[src/hdl/tvc_pkg.sv]
// token value classifier package: result codes, character constants,
// recognizer state types and character class functions
// no dependencies
`timescale 1ns / 1ps
`default_nettype none

package tvc_pkg;

  typedef enum logic [2:0] {
    KIND_NONE  = 3'd0,
    KIND_IPV4  = 3'd1,
    KIND_MAC   = 3'd2,
    KIND_IPV6  = 3'd3,
    KIND_EMAIL = 3'd4,
    KIND_DATE  = 3'd5
  } kind_e;

  localparam logic [1:0] NC_OTHER  = 2'd0;
  localparam logic [1:0] NC_IPADDR = 2'd1;
  localparam logic [1:0] NC_SCALAR = 2'd2;

  localparam logic [7:0] CH_NUL   = 8'h00;
  localparam logic [7:0] CH_DOT   = 8'h2E;
  localparam logic [7:0] CH_COLON = 8'h3A;
  localparam logic [7:0] CH_DASH  = 8'h2D;
  localparam logic [7:0] CH_AT    = 8'h40;
  localparam logic [7:0] CH_UNDER = 8'h5F;
  localparam logic [7:0] CH_PLUS  = 8'h2B;

  localparam logic [4:0] COUNT_MAX = 5'd31;
  localparam logic [4:0] MAC_LEN   = 5'd17;
  localparam logic [4:0] DATE_LEN  = 5'd10;
  localparam logic [9:0] OCTET_MAX = 10'd255;
  localparam logic [2:0] V4_OCTETS = 3'd4;
  localparam logic [3:0] V6_GROUPS = 4'd8;
  localparam logic [2:0] V6_GLEN   = 3'd4;
  localparam logic [6:0] MONTH_MAX = 7'd12;
  localparam logic [6:0] DAY_MAX   = 7'd31;

  localparam logic [1:0] PH_LOCAL  = 2'd0;
  localparam logic [1:0] PH_DOMAIN = 2'd1;
  localparam logic [1:0] PH_DOT    = 2'd2;
  localparam logic [1:0] PH_TAIL   = 2'd3;

  typedef struct packed {
    logic       ok;
    logic [2:0] octets;
    logic [1:0] len;
    logic [9:0] val;
  } v4_t;

  typedef struct packed {
    logic ok;
    logic colon;
  } mac_t;

  typedef struct packed {
    logic       ok;
    logic       grp_ok;
    logic       colon;
    logic       dcolon;
    logic       prev_colon;
    logic [2:0] len;
    logic [3:0] groups;
  } v6_t;

  typedef struct packed {
    logic       ok;
    logic [1:0] phase;
    logic       dom_nonempty;
  } mail_t;

  typedef struct packed {
    logic       ok;
    logic [6:0] month;
    logic [6:0] day;
  } date_t;

  localparam v4_t   V4_RST   = '{ok: 1'b1, octets: '0, len: '0, val: '0};
  localparam mac_t  MAC_RST  = '{ok: 1'b1, colon: 1'b0};
  localparam v6_t   V6_RST   = '{ok: 1'b1, grp_ok: 1'b1, colon: 1'b0, dcolon: 1'b0,
                                 prev_colon: 1'b0, len: '0, groups: '0};
  localparam mail_t MAIL_RST = '{ok: 1'b1, phase: PH_LOCAL, dom_nonempty: 1'b0};
  localparam date_t DATE_RST = '{ok: 1'b1, month: '0, day: '0};

  function automatic logic is_dig(input logic [7:0] c);
    return (c >= 8'h30) && (c <= 8'h39);
  endfunction

  function automatic logic is_hex(input logic [7:0] c);
    return is_dig(c) || ((c >= 8'h61) && (c <= 8'h66)) || ((c >= 8'h41) && (c <= 8'h46));
  endfunction

  function automatic logic is_alnum(input logic [7:0] c);
    return is_dig(c) || ((c >= 8'h61) && (c <= 8'h7A)) || ((c >= 8'h41) && (c <= 8'h5A));
  endfunction

endpackage

`default_nettype wire

[src/hdl/token_value_classifier_top.sv]
// token value classifier top: byte input register, five recognizers, result register
// depends on tvc_pkg
// a terminator byte passes the byte input register, then its result is loaded into the result register
// throughput: one byte per cycle while the input is not stalled; set by the single recognizer update stage
// a terminator waits in the input register only while an unread result is stalled
// reset clears all recognizer state, the byte register and the result register
`timescale 1ns / 1ps
`default_nettype none

module token_value_classifier_top
  import tvc_pkg::*;
(
  input  wire logic       clk_i,
  input  wire logic       rst_ni,
  input  wire logic       in_valid_i,
  output logic            in_stall_o,
  input  wire logic [7:0] ch_i,
  output logic            out_valid_o,
  input  wire logic       out_stall_i,
  output logic [2:0]      kind_o,
  output logic [1:0]      node_class_o
);

  logic       in_valid_q;
  logic [7:0] ch_q;
  logic       proc;
  logic       term;

  logic [4:0] cnt_q, cnt_d;
  v4_t        v4_q, v4_d;
  mac_t       mac_q, mac_d;
  v6_t        v6_q, v6_d;
  mail_t      mail_q, mail_d;
  date_t      date_q, date_d;

  logic       out_valid_q, out_valid_d;
  kind_e      kind_q, kind_d;
  logic [1:0] nc_q, nc_d;

  assign term       = (ch_q == CH_NUL);
  assign in_stall_o = in_valid_q && term && out_valid_q && out_stall_i;
  assign proc       = in_valid_q && !in_stall_o;

  always_ff @(posedge clk_i or negedge rst_ni) begin
    if (!rst_ni) begin
      in_valid_q <= 1'b0;
      ch_q       <= '0;
    end else if (!in_stall_o) begin
      in_valid_q <= in_valid_i;
      ch_q       <= ch_i;
    end
  end

  // per-byte recognizer update
  always_comb begin
    logic        legal;
    logic [4:0]  pos;
    pos    = cnt_q;
    cnt_d  = cnt_q;
    v4_d   = v4_q;
    mac_d  = mac_q;
    v6_d   = v6_q;
    mail_d = mail_q;
    date_d = date_q;
    legal  = 1'b0;
    if (proc) begin
      if (term) begin
        cnt_d  = '0;
        v4_d   = V4_RST;
        mac_d  = MAC_RST;
        v6_d   = V6_RST;
        mail_d = MAIL_RST;
        date_d = DATE_RST;
      end else begin
        if (cnt_q != COUNT_MAX) begin
          cnt_d = cnt_q + 5'd1;
        end

        // ipv4
        if (is_dig(ch_q)) begin
          if (v4_q.len == 2'd3) begin
            v4_d.ok = 1'b0;
          end else begin
            v4_d.val = 10'((v4_q.val << 3) + (v4_q.val << 1) + {6'b0, ch_q[3:0]});
            v4_d.len = v4_q.len + 2'd1;
          end
        end else if (ch_q == CH_DOT) begin
          if (v4_q.len == '0 || v4_q.val > OCTET_MAX || v4_q.octets >= V4_OCTETS) begin
            v4_d.ok = 1'b0;
          end else begin
            v4_d.octets = v4_q.octets + 3'd1;
          end
          v4_d.len = '0;
          v4_d.val = '0;
        end else begin
          v4_d.ok = 1'b0;
        end

        // mac
        if (pos >= MAC_LEN) begin
          mac_d.ok = 1'b0;
        end else if (pos == 5'd2) begin
          if (ch_q == CH_COLON) begin
            mac_d.colon = 1'b1;
          end else if (ch_q == CH_DASH) begin
            mac_d.colon = 1'b0;
          end else begin
            mac_d.ok = 1'b0;
          end
        end else if (pos == 5'd5 || pos == 5'd8 || pos == 5'd11 || pos == 5'd14) begin
          if (ch_q != (mac_q.colon ? CH_COLON : CH_DASH)) begin
            mac_d.ok = 1'b0;
          end
        end else if (!is_hex(ch_q)) begin
          mac_d.ok = 1'b0;
        end

        // ipv6
        if (ch_q == CH_COLON) begin
          if (v6_q.prev_colon) begin
            v6_d.dcolon = 1'b1;
          end
          v6_d.colon      = 1'b1;
          v6_d.prev_colon = 1'b1;
          if (v6_q.len == '0 || v6_q.len > V6_GLEN || v6_q.groups >= V6_GROUPS) begin
            v6_d.grp_ok = 1'b0;
          end else begin
            v6_d.groups = v6_q.groups + 4'd1;
          end
          v6_d.len = '0;
        end else begin
          v6_d.prev_colon = 1'b0;
          if (!is_hex(ch_q)) begin
            v6_d.ok = 1'b0;
          end else if (v6_q.len >= V6_GLEN) begin
            v6_d.grp_ok = 1'b0;
          end else begin
            v6_d.len = v6_q.len + 3'd1;
          end
        end

        // email
        legal = (ch_q == CH_AT) || (ch_q == CH_DOT) || (ch_q == CH_DASH) ||
                (ch_q == CH_UNDER) || (ch_q == CH_PLUS) || is_alnum(ch_q);
        if (!legal) begin
          mail_d.ok = 1'b0;
        end
        if (ch_q == CH_AT) begin
          if (mail_q.phase != PH_LOCAL || pos == '0) begin
            mail_d.ok = 1'b0;
          end
          mail_d.phase        = PH_DOMAIN;
          mail_d.dom_nonempty = 1'b0;
        end else if (mail_q.phase == PH_DOMAIN) begin
          if (ch_q == CH_DOT) begin
            if (!mail_q.dom_nonempty) begin
              mail_d.ok = 1'b0;
            end
            mail_d.phase = PH_DOT;
          end else begin
            mail_d.dom_nonempty = 1'b1;
          end
        end else if (mail_q.phase == PH_DOT) begin
          mail_d.phase = PH_TAIL;
        end

        // iso date
        if (pos >= DATE_LEN) begin
          date_d.ok = 1'b0;
        end else if (pos == 5'd4 || pos == 5'd7) begin
          if (ch_q != CH_DASH) begin
            date_d.ok = 1'b0;
          end
        end else if (!is_dig(ch_q)) begin
          date_d.ok = 1'b0;
        end else if (pos == 5'd5 || pos == 5'd6) begin
          date_d.month = 7'((date_q.month << 3) + (date_q.month << 1) + {3'b0, ch_q[3:0]});
        end else if (pos == 5'd8 || pos == 5'd9) begin
          date_d.day = 7'((date_q.day << 3) + (date_q.day << 1) + {3'b0, ch_q[3:0]});
        end
      end
    end
  end

  // terminator decision in priority order
  always_comb begin
    logic is_v4;
    logic is_mac;
    logic is_v6;
    logic is_mail;
    logic is_date;
    if (v4_q.len != '0) begin
      is_v4 = v4_q.ok && v4_q.val <= OCTET_MAX && v4_q.octets == (V4_OCTETS - 3'd1);
    end else begin
      is_v4 = v4_q.ok && v4_q.octets == V4_OCTETS;
    end
    is_mac  = mac_q.ok && cnt_q == MAC_LEN;
    is_v6   = v6_q.ok && v6_q.colon &&
              (v6_q.dcolon || (v6_q.grp_ok && v6_q.len != '0 && v6_q.len <= V6_GLEN &&
                               v6_q.groups == (V6_GROUPS - 4'd1)));
    is_mail = mail_q.ok && mail_q.phase == PH_TAIL;
    is_date = date_q.ok && cnt_q == DATE_LEN &&
              date_q.month != '0 && date_q.month <= MONTH_MAX &&
              date_q.day != '0 && date_q.day <= DAY_MAX;
    kind_d = KIND_NONE;
    nc_d   = NC_OTHER;
    priority if (cnt_q == '0) begin
      kind_d = KIND_NONE;
    end else if (is_v4) begin
      kind_d = KIND_IPV4;
      nc_d   = NC_IPADDR;
    end else if (is_mac) begin
      kind_d = KIND_MAC;
      nc_d   = NC_SCALAR;
    end else if (is_v6) begin
      kind_d = KIND_IPV6;
      nc_d   = NC_IPADDR;
    end else if (is_mail) begin
      kind_d = KIND_EMAIL;
      nc_d   = NC_SCALAR;
    end else if (is_date) begin
      kind_d = KIND_DATE;
      nc_d   = NC_SCALAR;
    end else begin
      kind_d = KIND_NONE;
    end
  end

  assign out_valid_d = (proc && term) || (out_valid_q && out_stall_i);

  always_ff @(posedge clk_i or negedge rst_ni) begin
    if (!rst_ni) begin
      cnt_q       <= '0;
      v4_q        <= V4_RST;
      mac_q       <= MAC_RST;
      v6_q        <= V6_RST;
      mail_q      <= MAIL_RST;
      date_q      <= DATE_RST;
      out_valid_q <= 1'b0;
      kind_q      <= KIND_NONE;
      nc_q        <= NC_OTHER;
    end else begin
      cnt_q       <= cnt_d;
      v4_q        <= v4_d;
      mac_q       <= mac_d;
      v6_q        <= v6_d;
      mail_q      <= mail_d;
      date_q      <= date_d;
      out_valid_q <= out_valid_d;
      if (proc && term) begin
        kind_q <= kind_d;
        nc_q   <= nc_d;
      end
    end
  end

  assign out_valid_o  = out_valid_q;
  assign kind_o       = kind_q;
  assign node_class_o = nc_q;

endmodule

`default_nettype wire
[config.mk]
export PLATFORM = sky130hd
export DESIGN_NAME = token_value_classifier_top
export DESIGN_NICKNAME = d
export VERILOG_FILES = /design/src/hdl/tvc_pkg.sv /design/src/hdl/token_value_classifier_top.sv
export SDC_FILE = /design/constraint.sdc
export NUM_CORES = 1
export LEC_CHECK = 0
export ABC_CLOCK_PERIOD_IN_PS = 3160
export BUFFER_PORTS_ARGS = -buffer_cell sky130_fd_sc_hd__buf_2
export CORE_ASPECT_RATIO = 1.25
export CORE_MARGIN = 2
export CORE_UTILIZATION = 35
export CTS_CLUSTER_SIZE = 24
export DETAILED_ROUTE_END_ITERATION = 16
export SETUP_SLACK_MARGIN = 0.05
export SLEW_MARGIN = 10
export SYNTH_ARGS = -nofsm -noshare
export SYNTH_HDL_FRONTEND = slang
export SYNTH_SLANG_ARGS = --single-unit
[constraint.sdc]
create_clock -name clk_i -period 3.16 [get_ports clk_i]
set_input_delay 0.632 -clock clk_i [delete_from_list [all_inputs] [get_ports clk_i]]
set_output_delay 0.632 -clock clk_i [all_outputs]
set_load 0.01 [all_outputs]
[After elaboration in Yosys (flattened, before gate mapping)]
Cells that the tools add are included.
Cells by class
  add/sub/neg operators: 11
  multiply operators: 0
  div/mod/pow operators: 0
  order comparisons: 19
  eq/ne operators: 49
  shifts and indexed selects: 0
  muxes and demuxes: 73
  bitwise operators: 0
  reductions and logical operators: 89
Operators with widths (number)
  2-to-1 mux 14 bit: 3
  2-to-1 mux 12 bit: 3
  2-to-1 mux 3 bit: 11
  == test 8 x 6 -> 1 bit, second input constant: 4
  <= comparator 8 x 7 -> 1 bit, second input constant: 4
  2-to-1 mux 1 bit: 32
  2-to-1 mux 15 bit: 2
  AND reduction 3 bit: 9
  logical AND 1 bit: 26
  == test 5 x 4 -> 1 bit, second input constant: 5
  logical OR 1 bit: 22
  2-to-1 mux 7 bit: 3
  == test 5 x 3 -> 1 bit, second input constant: 4
  2-to-1 mux 2 bit: 10
  2-to-1 mux 4 bit: 5
  nonzero test 2 bit: 10
  inequality test 2 bit, second input constant: 9
  nonzero test 3 bit: 6
  == test 8 x 7 -> 1 bit, second input constant: 2
  >= comparator 8 x 7 -> 1 bit, second input constant: 2
  2-to-1 mux 16 bit: 1
  2-to-1 mux 5 bit: 3
  adder 7 x 4 -> 7 bit: 2
  adder 7 bit: 2
  45 further kinds: 61
Storage, ports and cells
  flip-flop bits (word level): 69
  latch bits: 0
  RAM bits: 0
  ROM bits: 0
  logic and storage cells: 266
  memories kept: 0

[Depth between registers and ports, before layout]
  depth in word-level cells: 12
  mapped depth: 9

[Worst setup path after synthesis]
Ideal clock, no wire load.
  kind: register -> output
  start: reg ch_q[3]
  end: out in_stall_o
  arrival time: 2.040 ns
  required time: 2.528 ns
  setup slack: 0.488 ns
  stages on the path, launching flop included: 8
  path buffers: 3
  cell sequence: dfrtp_1 buf_6 or4_4 buf_6 or2_4 or3_1 buf_2 inv_2
Between the ends
  longest elaborated chain between the ends: 4
RTL lines
  start: declaration: line token_value_classifier_top.sv:25  | logic [7:0] ch_q;
  start signal: assignment: line token_value_classifier_top.sv:50  | ch_q <= ch_i;
  zero test 8 bit: line token_value_classifier_top.sv:40  | assign term = (ch_q == CH_NUL);
  logical AND 1 bit (3 in a row): line token_value_classifier_top.sv:41  | assign in_stall_o = in_valid_q && term && out_valid_q && out_stall_i;
  end: declaration: line token_value_classifier_top.sv:16  | output logic in_stall_o,
Every way passes these cells.

[Worst setup path in the final report]
  start: reg ch_q[4]
  end: out in_stall_o
The elaborated chain is that of the path after synthesis.

==> reports/qor.csv <==
metric,value,unit
final wirelength,10.1,mm
Critical Path AT,2.32,ns
Clock transition at path regs,0.06,ns
Worst Hold Class,in -> async,
"Req. time, crit path",2.53,ns
share of the synthesized area in the top cell type,0.341,
largest net degree at the start of global routing,43,
initial DRC count,133,
CP endpoint kind,output port,
total die area,14200,um2
FF-to-FF End,v4_q[8],
clock buffer depth,2,
CTS tree,built,
"Primary FF master, synth",dfrtp_1,
"commonest non-fill, non-tap cells in the layout","dfrtp_1 (63), ha_1 (50), inv_1 (36), nand2_1 (34), a22o_1 (20)",
GRT Overall Usage,0.156,
Yosys cell types,75,
total power,0.00278,W
VDD IR-drop max,187,uV
initial antenna violation count,0,
reg-to-reg startpoint,ch_q[3],
Cells after Synth,461,
DRC errors left,0,
Die H,133,um
htree depth,3,
Final period util,0.934,
ANT nets after route,0,
routed vias/inst,5.38,
Ys Warns,0,
Clock Latency Late Sink,0.34,ns
initial core utilization,0.355,
slew margin rel.,0.449,
LEAKAGE,2.44,nW
Final setup viols,0,
TritonCTS buffer count,9,
TNS Setup,0,ns
clock network power share,0.352,
clk sinks,69,
I/O Pins,19,
number of diodes,0,
synthesized net count,529,
CP cell instances,"or4_4, or2_4, or3_4, inv_2, buf_2",
Internal Pwr Total,0.00191,W
Avg WL per Cell,15.4,um
Post-Synthesis Cell Area,4630,um2
Hold Fails Final Rpt,0,
first-pass GRT wire length,17.5,mm
FF-to-FF path depth,9,
top post-synthesis cells by area,"dfrtp_1 (34%), ha_1 (14%), a22o_1 (3.8%)",
Post-DP HPWL,7.53,mm
Synth area leader,dfrtp_1,
Post-CTS Setup Bufs,0,
Syn-to-layout area delta,12.4,%
number of flops mapped to enable cells by yosys,0,
register area share after synthesis,0.375,
Yosys reg bits,69,
RSZ-0062 raised after global routing,no,
net switching power,0.000872,W
# port buffers,18,
"most common cell after layout, fill and taps aside",dfrtp_1,
slowest cell delay on critical path,0.63,ns
power share of the combinational group,0.244,
Mapped Avg Cell Area,10.0,um2
R2R Setup Slk,0.64,ns
CP Launch Type,flop,
status,finished clean,
layout cells sized above 1,0.148,
DR pass1 iterations,4,
core area,13100,um2
vias in the first global route,3574,
"Slew Viols, Final",0,
RD Place Congestion,0.810,
Tmin final,2.95,ns
WS Path Type,reg -> out,
row cnt,47,
"Remaining Overflow, GRT",0,
nets@finish,548,
pwr dens,535,nW/um2
worst slew pin tran,0.815,ns
crit-path max FO,10,
sequential share of power,0.403,
Max-Cap Viols,0,
Root Driver,clkbuf_16,
Vias,3529,
Sw Share,0.313,
Critical-path top delay cell,or4_4,
Die W,107,um
Fin Clk Skew,0.00662,ns
Post-synth ARST share,1.00,
Achievable Freq,0.339,GHz
## routing by layer
metal	GRT usage	up-vias	share of wire
met5	0	-	0
met4	0.0642	0	0.019
met3	0.0315	12	0.034
met2	0.263	59	0.50
met1	0.193	1748	0.44
li1	-	1710	-
## cell type report
type	instances	area (um2)
clock buffer	15	288
sequential	69	1730
timing repair buffer	27	170
multi-input combinational	336	2660
clock inverter	1	5.00
tap	171	214
fill	1296	7850
inverter	37	139
## state kept, by name, summed over array words and instances (netlist names)
register,count
v6_q,12
kind_o,3
out_valid_o,1
date_q,15
ch_q,8
mac_q,2
node_class_o,2
v4_q,16
mail_q,4
cnt_q,5
in_valid_q,1
## cell usage after synthesis (all sizes together), types with 9 or more instances
cell type,n
xnor2,13
and2,9
nand3,14
nor2,19
ha,50
dfrtp,63
nand2,34
a21oi,14
clkbuf,9
a22o,20
inv,37
buf,10
o21ai,32
## worst max-delay path: cells and delay by family, from the launching register on
family        cells  cell delay, ns
buf+inv           2            0.18
flops             1            0.48
simple gates      3            1.33
## through the flow
stage / area [um2] / util / hold slack, ns / setup WS, ns / std cells
floorplan: 4630 / - / 0.336 / 0.488 / 461
global placement: 4900 / 0.376 / 0.458 / 0.533 / 640
detailed placement: 4900 / 0.376 / 0.465 / 0.460 / 640
CTS: 5200 / 0.398 / 0.335 / 0.0820 / 656
global route: 5200 / 0.399 / 0.368 / 0.107 / 656
finish: 5200 / 0.399 / 0.316 / 0.210 / 656
## power groups by stage
stage | Clock, W | Sequential (W) | Combinational (W)
4_1_cts | 0.00101 | 0.00112 | 0.000687
2_1_floorplan | 0 | 0.00106 | 0.000578
3_3_place_gp | 0 | 0.00113 | 0.000657
6_report | 0.000980 | 0.00112 | 0.000680
3_5_place_dp | 0 | 0.00113 | 0.000680
5_1_grt | 0.00105 | 0.00114 | 0.000777
## logic make-up (layout without fill, tap and decap cells)
group / Yosys count / count (layout) / share of synthesized area
buffers and inverters: 56 / 80 / 0.0538
AND/OR/NAND/NOR: 136 / 136 / 0.172
XOR/XNOR: 19 / 19 / 0.0359
adder cells (fa/ha/maj): 56 / 56 / 0.161
flip-flops: 69 / 69 / 0.375
multiplexers: 5 / 5 / 0.0119
AO/OA/AOI/OAI: 120 / 120 / 0.191
## timing repair
item	in CTS	in global routing
gates resized for setup	0	2
hold buffers	0	0
setup endpoints to repair	0	1
## worst max-delay path by stage
stage / startpoint / end / cells after the start
final: ch_q[4] / in_stall_o / 5
after detailed placement: ch_q[6] / in_stall_o / 5
after global placement: ch_q[6] / in_stall_o / 5
after global routing: ch_q[4] / in_stall_o / 5
after CTS: ch_q[6] / in_stall_o / 5
after floorplan: ch_q[3] / in_stall_o / 7
Power figures use the tool's default switching activity.
